File: config.mk
export PLATFORM = sky130hd
export DESIGN_NAME = tsp_cordic_cell
export DESIGN_NICKNAME = d
export VERILOG_FILES = /design/src/hw/rtl/tsp_pkg.sv /design/src/hw/rtl/tsp_cordic_cell.sv
export SDC_FILE = /design/constraint.sdc
export NUM_CORES = 1
export LEC_CHECK = 0
export BUFFER_PORTS_ARGS = -buffer_cell sky130_fd_sc_hd__buf_2
export CELL_PAD_IN_SITES_DETAIL_PLACEMENT = 2
export CELL_PAD_IN_SITES_GLOBAL_PLACEMENT = 2
export CORE_MARGIN = 2
export CORE_UTILIZATION = 36
export CTS_CLUSTER_DIAMETER = 120
export DETAILED_ROUTE_END_ITERATION = 12
export GPL_TIMING_DRIVEN = 0
export PLACE_DENSITY = 0.95
export SETUP_SLACK_MARGIN = 0.3
export SLEW_MARGIN = 20
export SYNTH_ARGS = -nofsm -noshare
export SYNTH_HDL_FRONTEND = slang
export SYNTH_SLANG_ARGS = --single-unit
export TNS_END_PERCENT = 100
File: constraint.sdc
create_clock -name clock -period 7.6 [get_ports clock]
set_clock_uncertainty 0.2 [all_clocks]
set_input_delay 0.76 -clock clock [delete_from_list [all_inputs] [get_ports clock]]
set_output_delay 0.76 -clock clock [all_outputs]
set_load 0.01 [all_outputs]
File: src/hw/rtl/tsp_pkg.sv
// ----------------------------------------------------------------------------
// Torus surface point package
// Shared types, constants and the CORDIC arctangent table.
// ----------------------------------------------------------------------------
package tsp_pkg;

   localparam int ANGLE_BITS_DEFAULT  = 16;
   localparam int RADIUS_BITS_DEFAULT = 16;

   localparam int CORDIC_STEPS = 24;
   localparam int VEC_W        = 34;
   localparam int TRIG_W       = 24;
   localparam int TRIG_FRAC    = 20;

   localparam logic signed [VEC_W-1:0] INV_GAIN_Q30 = 34'sd652032874;

   localparam logic [0:0] CSR_MAJOR = 1'b0;
   localparam logic [0:0] CSR_MINOR = 1'b1;

   localparam logic [31:0] ATAN_TURN [CORDIC_STEPS] = '{
      32'd536870912, 32'd316933406, 32'd167458907, 32'd85004756, 32'd42667331,
      32'd21354465, 32'd10679838, 32'd5340245, 32'd2670163, 32'd1335087,
      32'd667544, 32'd333772, 32'd166886, 32'd83443, 32'd41722, 32'd20861,
      32'd10430, 32'd5215, 32'd2608, 32'd1304, 32'd652, 32'd326, 32'd163, 32'd81
   };

   typedef struct packed {
      logic signed [VEC_W-1:0] x;
      logic signed [VEC_W-1:0] y;
      logic signed [VEC_W-1:0] z;
      logic [1:0]              quarter;
   } cordic_vec_type;

endpackage

File: src/hw/rtl/tsp_cordic_cell.sv
// ----------------------------------------------------------------------------
// Torus surface point CORDIC cell
// One rotation step; registers the rotated vector for the next cell.
// ----------------------------------------------------------------------------
module tsp_cordic_cell #(
   parameter int STAGE = 0
) (
   input  logic                    clock,
   input  logic                    en,
   input  tsp_pkg::cordic_vec_type prev_vec,
   output tsp_pkg::cordic_vec_type next_vec
);

   tsp_pkg::cordic_vec_type vec_ff;
   tsp_pkg::cordic_vec_type vec_in;
   logic signed [tsp_pkg::VEC_W-1:0] dx;
   logic signed [tsp_pkg::VEC_W-1:0] dy;
   logic signed [tsp_pkg::VEC_W-1:0] angle;

   always_comb begin
      dx     = prev_vec.y >>> STAGE;
      dy     = prev_vec.x >>> STAGE;
      angle  = $signed({2'b00, tsp_pkg::ATAN_TURN[STAGE]});
      vec_in = prev_vec;
      if (!prev_vec.z[tsp_pkg::VEC_W-1]) begin
         vec_in.x = prev_vec.x - dx;
         vec_in.y = prev_vec.y + dy;
         vec_in.z = prev_vec.z - angle;
      end else begin
         vec_in.x = prev_vec.x + dx;
         vec_in.y = prev_vec.y - dy;
         vec_in.z = prev_vec.z + angle;
      end
   end

   always_ff @(posedge clock) begin
      if (en) begin
         vec_ff <= vec_in;
      end
   end

   assign next_vec = vec_ff;

endmodule

# After elaboration in Yosys (flattened, before gate mapping)
# Cells that the tools add are included.
# word_totals
reg_bits	104
latchBits	0
ram_bits	0
mem_bits_ro	0
in_bits	106
out_inout_bits	104
word_cells	10
memories	0
# classes
addsub	5
n_mul	0
div_mod_pow	0
order_cmp	0
eq_ne	0
shift	0
mux	1
bitwise_logic	0
n_reduce_logical	0
# ops
cell	n
$mux 102	1
$sub 34x34->34	2
$add 34x31->34 const B	1
$add 34x34->34	1
$sub 34x31->34 const B	1

# Depth between registers and ports, before layout
# depth
ltp_word	2
ltp_mapped	13
mapped_depth_nobuf	13

# Worst setup path before layout
# Ideal clock, no wire load.
# synth_timing
path_kind	input to register
from	input port prev_vec[36] (netlist bit)
to	register vec_ff (netlist bit next_vec[66]), data pin
setup_ns	0.267
t_arrival_ns	3.090
required_time_ns	7.133
setup_slack_ns	4.043
stages	12
path_buffers	0
path_cell_list	ha_1 -> fa_1 -> nor2b_1 -> or3_1 -> a21oi_1 -> o21bai_2 -> a31oi_1 -> o31ai_2 -> a31oi_1 -> o41a_1 -> o32ai_1 -> xnor2_1
# synth_rtl
item	line	source
from (decl)	tsp_cordic_cell.sv:10	input tsp_pkg::cordic_vec_type prev_vec,
to (signal assigned)	tsp_cordic_cell.sv:38	vec_ff <= vec_in;
to (decl)	tsp_cordic_cell.sv:14	tsp_pkg::cordic_vec_type vec_ff;

==> metrics.md <==
| Metric | Value |
|---|---|
| Status | `completed` |
| Asr flop ratio synth | `0%` |
| Tmin final | `4.676 ns` |
| Share of cells above drive strength 1 | `21.80%` |
| Rows | `58` |
| Most frequent cells in the layout | `buf_2 (214), a21oi_1 (118), edfxtp_1 (103)` |
| Fin crit share | `61.53%` |
| Top FF cell, synth | `edfxtp_1` |
| # DRC | `0` |
| CP most frequent cell | `nand2_1` |
| Die area | `26540 um^2` |
| Routability Congestion | `0.9585` |
| Peak Freq | `213.9 MHz` |
| Clk pwr share | `25.5%` |
| Wire per inst | `25.33 um` |
| Clock transition at path regs | `0.09 ns` |
| Starting Density | `36.41%` |
| Area fraction in compound gates after synthesis | `23.55%` |
| First-pass GRT wire length | `59.40 mm` |
| Startpoint types | `primary input` |
| XOR/XNOR share of the synthesized area | `6.648%` |
| Mux cell area share after synthesis | `1.762%` |
| Worst VDD drop | `0.1063 mV` |
| Pwr per Cell Area | `192.1 nW/um^2` |
| Arr. time, crit path | `4.58 ns` |
| Overall power | `2.095 mW` |
| Final setup viols | `0` |
| Num CTS Buffers | `9` |
| Largest net degree at the start of global routing | `56` |
| Post-DP HPWL | `31.15 mm` |
| Sw frac | `38.81%` |
| Vias in the first global route | `10020` |
| Antenna Nets Post-Route | `0` |
| Htree depth | `3` |
| Post-synth EDFFs | `103` |
| Static leakage | `4.766 nW` |
| Gate power share | `38.1%` |
| Reg power frac | `36.4%` |
| Average size of a mapped cell | `9.099 um^2` |
| Pint | `1.282 mW` |
| Worst hold path type | `primary input to flop` |
| GRT Total Usage | `29.41%` |
| 1st-iter DRT viols | `726` |
| Cell count after synthesis | `999` |
| Fillers | `2806` |
| Grt ovf | `0` |
| IO buf count | `209` |
| Routed WL | `39.39 mm` |
| Max Cap Viol | `0` |
| Final Slew Violations | `0` |
| Syn-to-layout area delta | `19.97%` |
| Die width | `162.9 um` |
| Total clock sinks | `103` |
| Root buffer cell | `clkbuf_16` |
| Max FFs per register | `103` |
| Largest family of logic cells by synthesized area | `compound AO/OA/AOI/OAI gates` |
| Sw Pwr | `812.9 uW` |
| CTS Buffer Depth | `2` |
| Die height | `162.9 um` |
| Post-synthesis cell area | `9090 um^2` |
| Post-CTS Setup Inserts | `0` |
| Vias per cell | `5.842` |
| Worst Max-Slew Pin Slew | `0.9548 ns` |
| Setup TNS | `0 ns` |
| CTS tree | `done` |
| Total core area | `24960 um^2` |
| Sequential share of the synthesized area | `34.03%` |
| RSZ-0062 raised after global routing | `false` |
| Crit-path slowest cell | `nor3_1` |
| Syn_nets | `1211` |
| Nets | `1432` |
| Crit Path Max Fanout | `8` |
| Cts hold-fix bufs | `0` |
| Synth warn | `0` |
| Final Hold Viols | `0` |
| Post-Synth Simple-Gate Area | `12.33%` |
| Most common cell after layout, fill and taps aside | `buf_2` |
| Required time of the critical path | `7.51 ns` |
| Netlist cell types | `80` |
| Antenna cells | `0` |
| Synth Area in Adders | `14.92%` |
| Worst slew margin | `36.35%` |
| Synth Register Bits | `103` |
| # resized after CTS | `0` |
| I/O Pins | `210` |
| Vias | `9085` |
| Initial DRT Pass Iterations | `5` |
| Max incr delay on CP | `0.53 ns` |
| Initial antenna violation count | `0` |
| CP Capture Type | `flop` |
| Setup CP Type | `primary input to flop` |
| Critical path cell sequence | `buf_2 > inv_1 > ha_1 > clkbuf_2 > nor3_1 > nand2_1 > o211ai_1 > o31ai_4 > o41ai_1 > a21boi_1 > o21ai_0 > nand2_1 > o21ai_1 > xnor2_1` |
[through the flow]
stage	utilization (%)	area, um^2	hold WS (ns)	setup slack [ns]	instances
after floorplan	-	9090	0.6589	4.043	999
after global placement	42.26	10550	0.7366	3.130	1538
after detailed placement	42.39	10580	0.7388	2.770	1539
after CTS	43.68	10910	0.3583	3.067	1555
after global routing	43.68	10910	0.3562	2.881	1555
final	43.68	10910	0.3635	2.924	1555
[metal layers]
layer	part of all wire, %	track usage, %	wire (um)	vias to the layer above
met3	6.2	4.838	2434	110
met5	0	0	0	-
met2	50	52.25	19600	430
li1	-	-	-	4013
met4	4.5	13.76	1781	0
met1	40	34.55	15580	4532
[power groups by stage]
stage               Combinational (mW)  Sequential, mW  Clock (mW)
floorplan                        0.408           0.810           0
global placement                 0.731           0.765           0
detailed placement               0.772           0.777           0
CTS                              0.785           0.765       0.539
global route                     0.850           0.769       0.555
finish                           0.797           0.763       0.535
[final timing paths]
path | from | end | slack [ns] | cells after the start
worst max-delay path | prev_vec[42] | next_vec[65]$_DFFE_PP_ | 2.92 | 14
worst min-delay path | prev_vec[10] | next_vec[10]$_DFFE_PP_ | 0.36 | 1
[area by class of cell]
class / instances / area [um^2] / share of cell area [%]
inverter: 103 / 391.6 / 3.591
clock buffer: 9 / 225.2 / 2.065
tap: 330 / 412.9 / 3.786
clock inverter: 7 / 97.59 / 0.8949
buffer: 47 / 222.7 / 2.042
sequential: 103 / 3093 / 28.36
multi-input combinational: 746 / 5383 / 49.36
timing repair buffer: 210 / 1080 / 9.901
[cells in the mapped netlist (all sizes together), types with 5 or more instances]
cell type	n	area, um^2
a21oi	120	608.1
edfxtp	103	3093
ha	102	1276
nor2	99	371.6
inv	97	369.1
xnor2	65	569.3
o21ai	54	270.3
nand2	43	161.4
buf	26	142.6
nor3	23	115.1
o21bai	23	176.4
a21o	21	157.7
clkbuf	21	80.07
mux2i	16	160.2
o31ai	14	142.6
nor2b	12	82.58
nand3	11	55.05
nand4	11	83.83
o21a	11	82.58
nand2b	8	50.05
a2111oi	7	75.07
a211oi	6	45.04
a31oi	6	52.55
clkinv	6	22.52
nor4	6	43.79
o211ai	6	45.04
o31a	6	52.55
a21boi	5	37.53
or2	5	31.28
[cells by family (layout without fill, tap and decap cells)]
group	count (synthesis)	in the layout
fa+ha+maj	106	106
xor+xnor	69	69
buf+inv	150	376
flops	103	103
compound gates	319	319
mux	16	16
simple gates	236	236
[worst max-delay path, delay by kind of cell]
family / cells / cell delay (ns)
AOI/OAI and AO/OA: 6 / 2.20
and+or+nand+nor: 3 / 0.86
buffers and inverters: 3 / 0.34
adders and majority gates: 1 / 0.29
xor gates and xnor gates: 1 / 0.13
Power figures use the tool's default switching activity.
